`src/rtl/cgc_pkg.sv`:
```
// Shared types, constants and constant tables for the compressor gain computer.
package cgc_pkg;

  localparam int LvlW    = 16;
  localparam int GainW   = 16;
  localparam int CfgW    = 16;
  localparam int CfgIdxW = 2;
  localparam int EnvW    = 24;
  localparam int OverW   = 25;
  localparam int MulAW   = 40;
  localparam int MulBW   = 31;
  localparam int ProdW   = MulAW + MulBW;
  localparam int GW      = 31;
  localparam int ExpW    = 26;

  localparam logic [CfgIdxW-1:0] REG_THRESHOLD = 2'd0;
  localparam logic [CfgIdxW-1:0] REG_ATTACK    = 2'd1;
  localparam logic [CfgIdxW-1:0] REG_RELEASE   = 2'd2;
  localparam logic [CfgIdxW-1:0] REG_SLOPE     = 2'd3;

  localparam logic [CfgW-1:0] THRESHOLD_RST = 16'hEC00;
  localparam logic [CfgW-1:0] ATTACK_RST    = 16'd60000;
  localparam logic [CfgW-1:0] RELEASE_RST   = 16'd65000;
  localparam logic [CfgW-1:0] SLOPE_RST     = 16'd2048;
  localparam logic [EnvW-1:0] ENV_RST       = 24'd1;

  // log2 (Q.16) to dB (Q8.8) scale, and the offset that folds the rounding
  // term and the bias of the unsigned log2 code into one constant.
  localparam logic [18:0] LOG2_DB_K  = 19'd394566;
  localparam logic [40:0] DB_OFFSET  = 41'd711645855744;
  localparam logic [22:0] OPTO_K     = 23'd4294967;
  localparam logic [21:0] DB_LOG2_K  = 22'd2786641;
  localparam logic [5:0]  EXP_IP_MAX = 6'd40;

  typedef enum logic [4:0] {
    S_IDLE, S_NORM, S_LOG, S_DBMUL, S_OVER, S_ENV1, S_ENV2, S_ENV3, S_SQ,
    S_OPTO, S_RED, S_SLOPE, S_EXPM, S_EXPE, S_EXPF, S_FIN
  } state_t;

  typedef enum logic [4:0] {
    ST_NONE, ST_LOAD, ST_NORM, ST_LOG, ST_DBMUL, ST_OVER, ST_ENV1, ST_ENV2,
    ST_ENV3, ST_SQ, ST_OPTO, ST_RED, ST_SLOPE, ST_EXPM, ST_EXPE, ST_EXPF, ST_FIN
  } step_t;

  typedef struct packed {
    step_t      step;
    logic [3:0] idx;
  } cmd_t;

  typedef struct packed {
    logic out_free;
  } sts_t;

  typedef logic [GW-1:0] exp_tab_t [16];

  function automatic logic [63:0] isqrt_f(input logic [63:0] v);
    logic [63:0] rem;
    logic [63:0] res;
    logic [63:0] bt;
    rem = v;
    res = '0;
    bt  = 64'd1 << 62;
    for (int i = 0; i < 32; i++) begin
      if (rem >= res + bt) begin
        rem = rem - (res + bt);
        res = (res >> 1) + bt;
      end else begin
        res = res >> 1;
      end
      bt = bt >> 2;
    end
    return res;
  endfunction

  // Entry k is 2^-(2^-(k+1)) in Q1.30, each a square root of the one before.
  function automatic exp_tab_t exp_tab_f();
    exp_tab_t    tab;
    logic [63:0] c;
    c = isqrt_f(64'd1 << 59);
    for (int k = 0; k < 16; k++) begin
      tab[k] = c[GW-1:0];
      c      = isqrt_f(c << 30);
    end
    return tab;
  endfunction

  localparam exp_tab_t EXP_TAB = exp_tab_f();

endpackage

```
`src/rtl/cgc_ctrl.sv`:
```
// Sequencer that steps the gain datapath through one item.
module cgc_ctrl (
  input  logic          clk,
  input  logic          rst_n,
  input  logic          in_tvalid,
  output logic          in_tready,
  input  cgc_pkg::sts_t sts,
  output cgc_pkg::cmd_t cmd
);
  import cgc_pkg::*;

  state_t     state_r, state_nxt;
  logic [3:0] cnt_r, cnt_nxt;

  always_ff @(posedge clk) begin
    if (!rst_n) begin
      state_r <= S_IDLE;
      cnt_r   <= '0;
    end else begin
      state_r <= state_nxt;
      cnt_r   <= cnt_nxt;
    end
  end

  always_comb begin
    state_nxt = state_r;
    cnt_nxt   = cnt_r;
    unique case (state_r)
      S_IDLE:  if (in_tvalid) state_nxt = S_NORM;
      S_NORM:  state_nxt = S_LOG;
      S_LOG: begin
        cnt_nxt = cnt_r + 4'd1;
        if (cnt_r == 4'd15) state_nxt = S_DBMUL;
      end
      S_DBMUL: state_nxt = S_OVER;
      S_OVER:  state_nxt = S_ENV1;
      S_ENV1:  state_nxt = S_ENV2;
      S_ENV2:  state_nxt = S_ENV3;
      S_ENV3:  state_nxt = S_SQ;
      S_SQ:    state_nxt = S_OPTO;
      S_OPTO:  state_nxt = S_RED;
      S_RED:   state_nxt = S_SLOPE;
      S_SLOPE: state_nxt = S_EXPM;
      S_EXPM:  state_nxt = S_EXPE;
      S_EXPE:  state_nxt = S_EXPF;
      S_EXPF: begin
        cnt_nxt = cnt_r + 4'd1;
        if (cnt_r == 4'd15) state_nxt = S_FIN;
      end
      S_FIN:   if (sts.out_free) state_nxt = S_IDLE;
      default: state_nxt = S_IDLE;
    endcase
  end

  always_comb begin
    in_tready = 1'b0;
    cmd.idx   = cnt_r;
    cmd.step  = ST_NONE;
    unique case (state_r)
      S_IDLE: begin
        in_tready = 1'b1;
        if (in_tvalid) cmd.step = ST_LOAD;
      end
      S_NORM:  cmd.step = ST_NORM;
      S_LOG:   cmd.step = ST_LOG;
      S_DBMUL: cmd.step = ST_DBMUL;
      S_OVER:  cmd.step = ST_OVER;
      S_ENV1:  cmd.step = ST_ENV1;
      S_ENV2:  cmd.step = ST_ENV2;
      S_ENV3:  cmd.step = ST_ENV3;
      S_SQ:    cmd.step = ST_SQ;
      S_OPTO:  cmd.step = ST_OPTO;
      S_RED:   cmd.step = ST_RED;
      S_SLOPE: cmd.step = ST_SLOPE;
      S_EXPM:  cmd.step = ST_EXPM;
      S_EXPE:  cmd.step = ST_EXPE;
      S_EXPF:  cmd.step = ST_EXPF;
      S_FIN:   if (sts.out_free) cmd.step = ST_FIN;
      default: cmd.step = ST_NONE;
    endcase
  end

endmodule

```
`src/rtl/cgc_datapath.sv`:
```
// Datapath: settings, envelopes, one shared multiplier and the result register.
module cgc_datapath (
  input  logic                          clk,
  input  logic                          rst_n,
  input  cgc_pkg::cmd_t                 cmd,
  output cgc_pkg::sts_t                 sts,
  input  logic [cgc_pkg::LvlW-1:0]      in_level,
  input  logic                          in_sel,
  input  logic                          cfg_we,
  input  logic [cgc_pkg::CfgIdxW-1:0]   cfg_idx,
  input  logic [cgc_pkg::CfgW-1:0]      cfg_wdata,
  output logic                          out_valid,
  input  logic                          out_ready,
  output logic [cgc_pkg::GainW-1:0]     out_gain
);
  import cgc_pkg::*;

  logic [CfgW-1:0]  thr_r, att_r, rel_r, slope_r;
  logic [EnvW-1:0]  env_a_r, env_b_r;
  logic [LvlW-1:0]  lvl_r;
  logic             sel_r, zero_r;
  logic [15:0]      m_r, frac_r;
  logic [3:0]       p_r;
  logic [ProdW-1:0] prod_r;
  logic [OverW-1:0] over16_r;
  logic [CfgW-1:0]  coef_r;
  logic [42:0]      acc_r;
  logic [EnvW-1:0]  envn_r, red_r;
  logic [ExpW-1:0]  e_r;
  logic [GW-1:0]    g_r;
  logic [GainW-1:0] out_gain_r;
  logic             out_valid_r;

  logic [MulAW-1:0] mul_a;
  logic [MulBW-1:0] mul_b;
  logic [ProdW-1:0] mul_p;

  logic [3:0]       p_w;
  logic [16:0]      sq_w;
  logic [41:0]      dbsum_w;
  logic signed [17:0] db_w, over_w;
  logic [EnvW-1:0]  env_sel_w;
  logic [CfgW-1:0]  coef_w;
  logic [43:0]      envsum_w;
  logic [ProdW-1:0] curve_sum_w;
  logic [23:0]      curve_w;
  logic signed [25:0] diff_w;
  logic [ProdW-1:0] esum_w;
  logic [5:0]       s_w;
  logic [55:0]      gsh_w;

  assign env_sel_w = sel_r ? env_b_r : env_a_r;
  assign coef_w    = ({1'b0, over16_r} > {2'b0, env_sel_w}) ? att_r : rel_r;

  always_comb begin
    mul_a = '0;
    mul_b = '0;
    case (cmd.step)
      ST_LOG:   begin mul_a = MulAW'(m_r);             mul_b = MulBW'(m_r); end
      ST_DBMUL: begin mul_a = MulAW'({p_r, frac_r});   mul_b = MulBW'(LOG2_DB_K); end
      ST_ENV1:  begin mul_a = MulAW'(env_sel_w);       mul_b = MulBW'(coef_w); end
      ST_ENV2:  begin
        mul_a = MulAW'(over16_r);
        mul_b = MulBW'(17'h10000 - {1'b0, coef_r});
      end
      ST_SQ:    begin mul_a = MulAW'(envn_r);          mul_b = MulBW'(envn_r); end
      ST_OPTO:  begin mul_a = MulAW'(prod_r[47:16]);   mul_b = MulBW'(OPTO_K); end
      ST_SLOPE: begin mul_a = MulAW'(red_r);           mul_b = MulBW'(slope_r); end
      ST_EXPM:  begin mul_a = prod_r[MulAW-1:0];       mul_b = MulBW'(DB_LOG2_K); end
      ST_EXPF:  begin mul_a = MulAW'(g_r);             mul_b = EXP_TAB[cmd.idx]; end
      default:  begin mul_a = '0;                      mul_b = '0; end
    endcase
  end

  assign mul_p = ProdW'(mul_a) * ProdW'(mul_b);

  always_comb begin
    p_w = '0;
    for (int i = 0; i < LvlW; i++) begin
      if (lvl_r[i]) p_w = 4'(i);
    end
  end

  assign sq_w    = mul_p[31:15];
  assign dbsum_w = {1'b0, prod_r[40:0]} + {1'b0, DB_OFFSET};
  assign db_w    = zero_r ? -18'sd32768
                          : $signed({1'b0, dbsum_w[40:24]}) - 18'sd65536;
  assign over_w  = db_w - 18'(signed'(thr_r));

  assign envsum_w    = {1'b0, acc_r} + {1'b0, prod_r[42:0]} + 44'd32768;
  assign curve_sum_w = prod_r + (ProdW'(1) << 31);
  assign curve_w     = curve_sum_w[55:32];
  assign diff_w      = $signed({2'b0, envn_r}) - 26'sd1 - $signed({2'b0, curve_w});
  assign esum_w      = prod_r + (ProdW'(1) << 35);

  assign s_w   = 6'd15 + e_r[21:16];
  assign gsh_w = (56'(g_r) + (56'd1 << (s_w - 6'd1))) >> s_w;

  always_ff @(posedge clk) begin
    if (!rst_n) begin
      thr_r       <= THRESHOLD_RST;
      att_r       <= ATTACK_RST;
      rel_r       <= RELEASE_RST;
      slope_r     <= SLOPE_RST;
      env_a_r     <= ENV_RST;
      env_b_r     <= ENV_RST;
      out_valid_r <= 1'b0;
    end else begin
      if (cfg_we) begin
        unique case (cfg_idx)
          REG_THRESHOLD: thr_r   <= cfg_wdata;
          REG_ATTACK:    att_r   <= cfg_wdata;
          REG_RELEASE:   rel_r   <= cfg_wdata;
          REG_SLOPE:     slope_r <= cfg_wdata;
          default:       ;
        endcase
      end
      if (cmd.step == ST_ENV3) begin
        if (sel_r) env_b_r <= envsum_w[39:16];
        else       env_a_r <= envsum_w[39:16];
      end
      if (cmd.step == ST_FIN)  out_valid_r <= 1'b1;
      else if (out_ready)      out_valid_r <= 1'b0;
    end
  end

  always_ff @(posedge clk) begin
    case (cmd.step)
      ST_LOAD: begin
        lvl_r <= in_level;
        sel_r <= in_sel;
      end
      ST_NORM: begin
        zero_r <= (lvl_r == '0);
        p_r    <= p_w;
        m_r    <= lvl_r << (4'd15 - p_w);
        frac_r <= '0;
      end
      ST_LOG: begin
        frac_r <= {frac_r[14:0], sq_w[16]};
        m_r    <= sq_w[16] ? sq_w[16:1] : sq_w[15:0];
      end
      ST_DBMUL, ST_SQ, ST_OPTO, ST_SLOPE, ST_EXPM: prod_r <= mul_p;
      ST_OVER: begin
        over16_r <= over_w[17] ? OverW'(1) : {over_w[16:0], 8'd0} + OverW'(1);
      end
      ST_ENV1: begin
        coef_r <= coef_w;
        prod_r <= mul_p;
      end
      ST_ENV2: begin
        acc_r  <= prod_r[42:0];
        prod_r <= mul_p;
      end
      ST_ENV3: envn_r <= envsum_w[39:16];
      ST_RED: begin
        if (envn_r > EnvW'(1) && !diff_w[25]) red_r <= diff_w[23:0];
        else                                  red_r <= '0;
      end
      ST_EXPE: begin
        e_r <= esum_w[61:36];
        g_r <= GW'(1) << 30;
      end
      ST_EXPF: begin
        if (e_r[4'd15 - cmd.idx]) g_r <= GW'((mul_p + (ProdW'(1) << 29)) >> 30);
      end
      ST_FIN: begin
        if (e_r[25:16] > 10'(EXP_IP_MAX)) out_gain_r <= '0;
        else if (gsh_w > 56'd65535)       out_gain_r <= '1;
        else                              out_gain_r <= gsh_w[GainW-1:0];
      end
      default: ;
    endcase
  end

  assign sts.out_free = !out_valid_r || out_ready;
  assign out_valid    = out_valid_r;
  assign out_gain     = out_gain_r;

endmodule

```
`src/rtl/compressor_gain_computer_top.sv`:
```
// Top level of the feedforward log-domain compressor gain computer.
//
// Each input transfer carries a linear Q1.15 level and a detector select; the
// block answers with exactly one Q1.15 linear gain transfer. The level is
// turned into dB, the excess over the threshold is smoothed in the selected
// envelope (attack coefficient while rising, release otherwise), an opto-style
// square term is taken off, and the slope-scaled reduction is turned back into
// a linear gain no larger than 1.0. The log conversion needs 16 squaring
// steps and the exponent 16 table multiplies, all sharing a single 40x31
// multiplier, with the other steps of the item around them.
// One item is in work at a time; the input is ready again as soon as the
// result is parked in the output register, even while that result still waits
// to be taken. Configuration writes are always ready and should be made only
// while the block is idle.
module compressor_gain_computer_top (
  input  logic                        clk,
  input  logic                        rst_n,
  input  logic                        in_tvalid,
  output logic                        in_tready,
  input  logic [15:0]                 in_tdata,   // [15:0] level
  input  logic                        in_tuser,   // [0] detector_sel
  output logic                        out_tvalid,
  input  logic                        out_tready,
  output logic [15:0]                 out_tdata,  // [15:0] gain
  input  logic                        cfg_valid,
  output logic                        cfg_ready,
  input  logic [cgc_pkg::CfgIdxW-1:0] cfg_index,
  input  logic [cgc_pkg::CfgW-1:0]    cfg_data
);
  import cgc_pkg::*;

  cmd_t cmd;
  sts_t sts;

  // Settings are plain registers, so a write is always taken.
  assign cfg_ready = 1'b1;

  cgc_ctrl u_ctrl (
    .clk       (clk),
    .rst_n     (rst_n),
    .in_tvalid (in_tvalid),
    .in_tready (in_tready),
    .sts       (sts),
    .cmd       (cmd)
  );

  cgc_datapath u_dp (
    .clk       (clk),
    .rst_n     (rst_n),
    .cmd       (cmd),
    .sts       (sts),
    .in_level  (in_tdata),
    .in_sel    (in_tuser),
    .cfg_we    (cfg_valid & cfg_ready),
    .cfg_idx   (cfg_index),
    .cfg_wdata (cfg_data),
    .out_valid (out_tvalid),
    .out_ready (out_tready),
    .out_gain  (out_tdata)
  );

endmodule

```
`config.mk`:
```
export PLATFORM = sky130hd
export DESIGN_NAME = compressor_gain_computer_top
export DESIGN_NICKNAME = d
export VERILOG_FILES = /design/src/rtl/cgc_pkg.sv /design/src/rtl/cgc_ctrl.sv /design/src/rtl/cgc_datapath.sv /design/src/rtl/compressor_gain_computer_top.sv
export SDC_FILE = /design/constraint.sdc
export NUM_CORES = 2
export LEC_CHECK = 0
export ABC_AREA = 1
export ABC_CLOCK_PERIOD_IN_PS = 26300
export BUFFER_PORTS_ARGS = -buffer_cell sky130_fd_sc_hd__buf_2
export CORE_ASPECT_RATIO = 1.4
export CORE_UTILIZATION = 45
export DETAILED_ROUTE_END_ITERATION = 6
export GPL_TIMING_DRIVEN = 0
export PLACE_DENSITY = 0.61
export SLEW_MARGIN = 30
export SYNTH_ARGS = -nofsm -noshare
export SYNTH_HDL_FRONTEND = slang
export SYNTH_HIERARCHICAL = 1
export SYNTH_SLANG_ARGS = --single-unit
```
`constraint.sdc`:
```
create_clock -name clk -period 26.3 [get_ports clk]
set_clock_uncertainty 0.15 [all_clocks]
set_input_delay 5.26 -clock clk [delete_from_list [all_inputs] [get_ports clk]]
set_output_delay 5.26 -clock clk [all_outputs]
set_load 0.03 [all_outputs]
```
==> out/results.ini <==
[outcome]
status=finished, final reports clean

[layout]
nets=10085
antenna_cells=0
area_delta_synth_final_pct=7.873
fillers=14687
fin_cells=10551
layout-drive-gt1-share_pct=4.432
fin_util_pct=48.98
multi_input_area_mm2=0.04771
seqCellArea_mm2=0.01173

[routing]
final_antenna_net_count=0
first_iter_violations=5116
drc_errors=0
dr.pass1.iters=6
vias=58514
viasPerCell=5.546
detail_route.wl_per_cell_um=25.80
routed_wl_um=272200

[die]
die_x_um=326.6
die_y_um=456.5
dieArea_mm2=0.1491
core_mm2=0.1462
io_pins=59
start_util_pct=45.41
fp-row-count=166

[grt]
grt_pass1_vias=61099
grt_max_degree=45
overflow=0
gr-usage-all-layers_pct=36.65
grt_pass1_wl_um=396500
antenna_found_initial=10

[placed_design]
gp_congestion=1.047
post-dp-hpwl_um=234300
pre_cts_ws_ns=6.515
port_buffers=57
place_inst=10471

[worst_setup_path]
criticalPathCategory=input port to flop
cp-end-kind=flop
critPathRequiredTime_ns=26.49
crit_fanout=10
max_stage_delay_ns=0.93
crit_slowest_cell=a2111oi_0
startpoint_type=input port
worstPathArrival_ns=19.80

[timing]
timing.setup.tns_ns=0
setup_viol=0
grt_setup_unrepaired=no
period_minus_slack_ns=19.61
fmax_ghz=0.05100
worstMarginPinSlew_ns=1.109
maxSlewViolCount=0
setup_ws_ns=6.691
fin_crit_sh_pct=74.56
finalHoldViolations=0
slew_headroom_pct=25.79

[worst_hold_path]
hold_path.class=flop to flop

[yosys]
syn_inst=8310
netlist-cell-type-count=76
yosys.area_share.simple_pct=19.18
synth-compound-area-share_pct=9.624
synth.avg_cell_area_um2=7.990
synth_mux_area_share_pct=0.1508
synth_top_area_share_pct=31.24
synth_edf_count=310
synth_top_cells_by_area=fa_1 31%, edfxtp_1 14%, inv_1 9.4%
synth_top_area_cell=fa_1
netlist_top_cells_count=1660 x inv_1, 1594 x nand2_1, 1036 x fa_1
ys_warn_count=6
async_flop_share_pct=0
synthAdderAreaFrac_pct=39.23
synth-xor-area-share_pct=2.578
seq_area_frac_synth_pct=17.67
synth_top_family_by_area=adder cells
synthesis.area_mm2=0.06640
synth_flop_cell=edfxtp_1
synth-seq-cells=431
synthMostInstantiatedCell=inv_1

[cts]
clock-root-buffer=clkbuf_16
cts.sinks=431
hold_buffers=0
clock_path_buffers=3
cts_setup_buffers=0
worst_skew_pair.late_latency_ns=0.63
post_cts_resized=0
cts_tree=built
h-tree-depth=2
clk_pin_slew_ns=0.07
numCtsBuffers=43

[flow_run]
drv_cap=0

-- worst max-delay path, delay by kind of cell --
kind	cells	cell delay, ns
buffers and inverters	12	2.81
AO/OA/AOI/OAI	6	2.34
AND/OR/NAND/NOR	13	3.73
XOR/XNOR	1	0.69
adder cells (fa/ha/maj)	10	4.91
-- final cells by class --
cell class              count  area share (%)
plain buffers             309           1.799
clock buffers              47           1.551
clock inverters            32          0.4507
inverters                1704           8.934
multi-input cells        6011           66.62
flip-flops and latches    431           16.38
well taps                1932           3.375
repair buffers             85          0.8944
-- stage by stage --
step                hold WS [ns]  instance area [um2]
floorplan                 0.2744                66940
global placement          0.2916                69640
detailed placement        0.2967                70180
CTS                       0.3083                71610
global route              0.3254                71620
finish                    0.3036                71620
-- layer usage --
layer	global-route usage (%)	vias up	share of wire, %
met2	63.81	2457	49
met3	4.639	809	6.2
met5	0	-	0.035
li1	-	26192	-
met4	26.03	14	8.8
met1	41.31	29042	36
-- sequential cells by signal, summed over array words and instances (netlist names), 17 cells and up --
register / flops
u_dp/g_r: 31
u_dp/over16_r: 17
u_dp/envn_r: 24
u_dp/prod_r: 62
u_dp/env_a_r: 24
u_dp/acc_r: 40
u_dp/e_r: 26
u_dp/red_r: 24
u_dp/env_b_r: 24
-- final timing paths --
path / startpoint / end / slack, ns / cells after the start
max: out_tready / u_dp/g_r[23] / 6.69 / 42
min: u_dp/rel_r[9] / u_dp/rel_r[9] / 0.30 / 2
max reg2reg: u_ctrl/state_r[2] / u_dp/g_r[23] / 10.96 / 41
min reg2reg: u_dp/rel_r[9] / u_dp/rel_r[9] / 0.30 / 2
-- layout by cell type, fill, tap and decap left out, types with 26 or more instances in the layout --
cell type	count
a21oi_1	376
a31oi_1	26
buf_1	37
buf_2	84
clkbuf_1	225
clkbuf_16	43
clkinv_1	27
conb_1	148
dfxtp_1	121
edfxtp_1	310
fa_1	1036
ha_1	424
inv_1	1660
nand2_1	1594
nand3_1	300
nand4_1	49
nor2_1	918
nor2_2	31
nor3_1	78
o211ai_1	35
o21ai_0	369
o21ai_1	47
o21bai_1	42
xnor2_1	59
xor2_1	129
-- cell families (layout without fill, tap and decap cells) --
logic type | count (synthesis) | in the layout
AO/OA/AOI/OAI | 1104 | 1104
XOR/XNOR | 192 | 192
adder cells (fa/ha/maj) | 1460 | 1460
buffers and inverters | 2013 | 2177
flip-flops | 431 | 431
multiplexers | 10 | 10
other | 3 | 148
AND/OR/NAND/NOR | 3097 | 3097
Power is left out: the tool's default activity adds up to more than one toggle a clock period on the data nets, which glitch-free logic cannot reach.
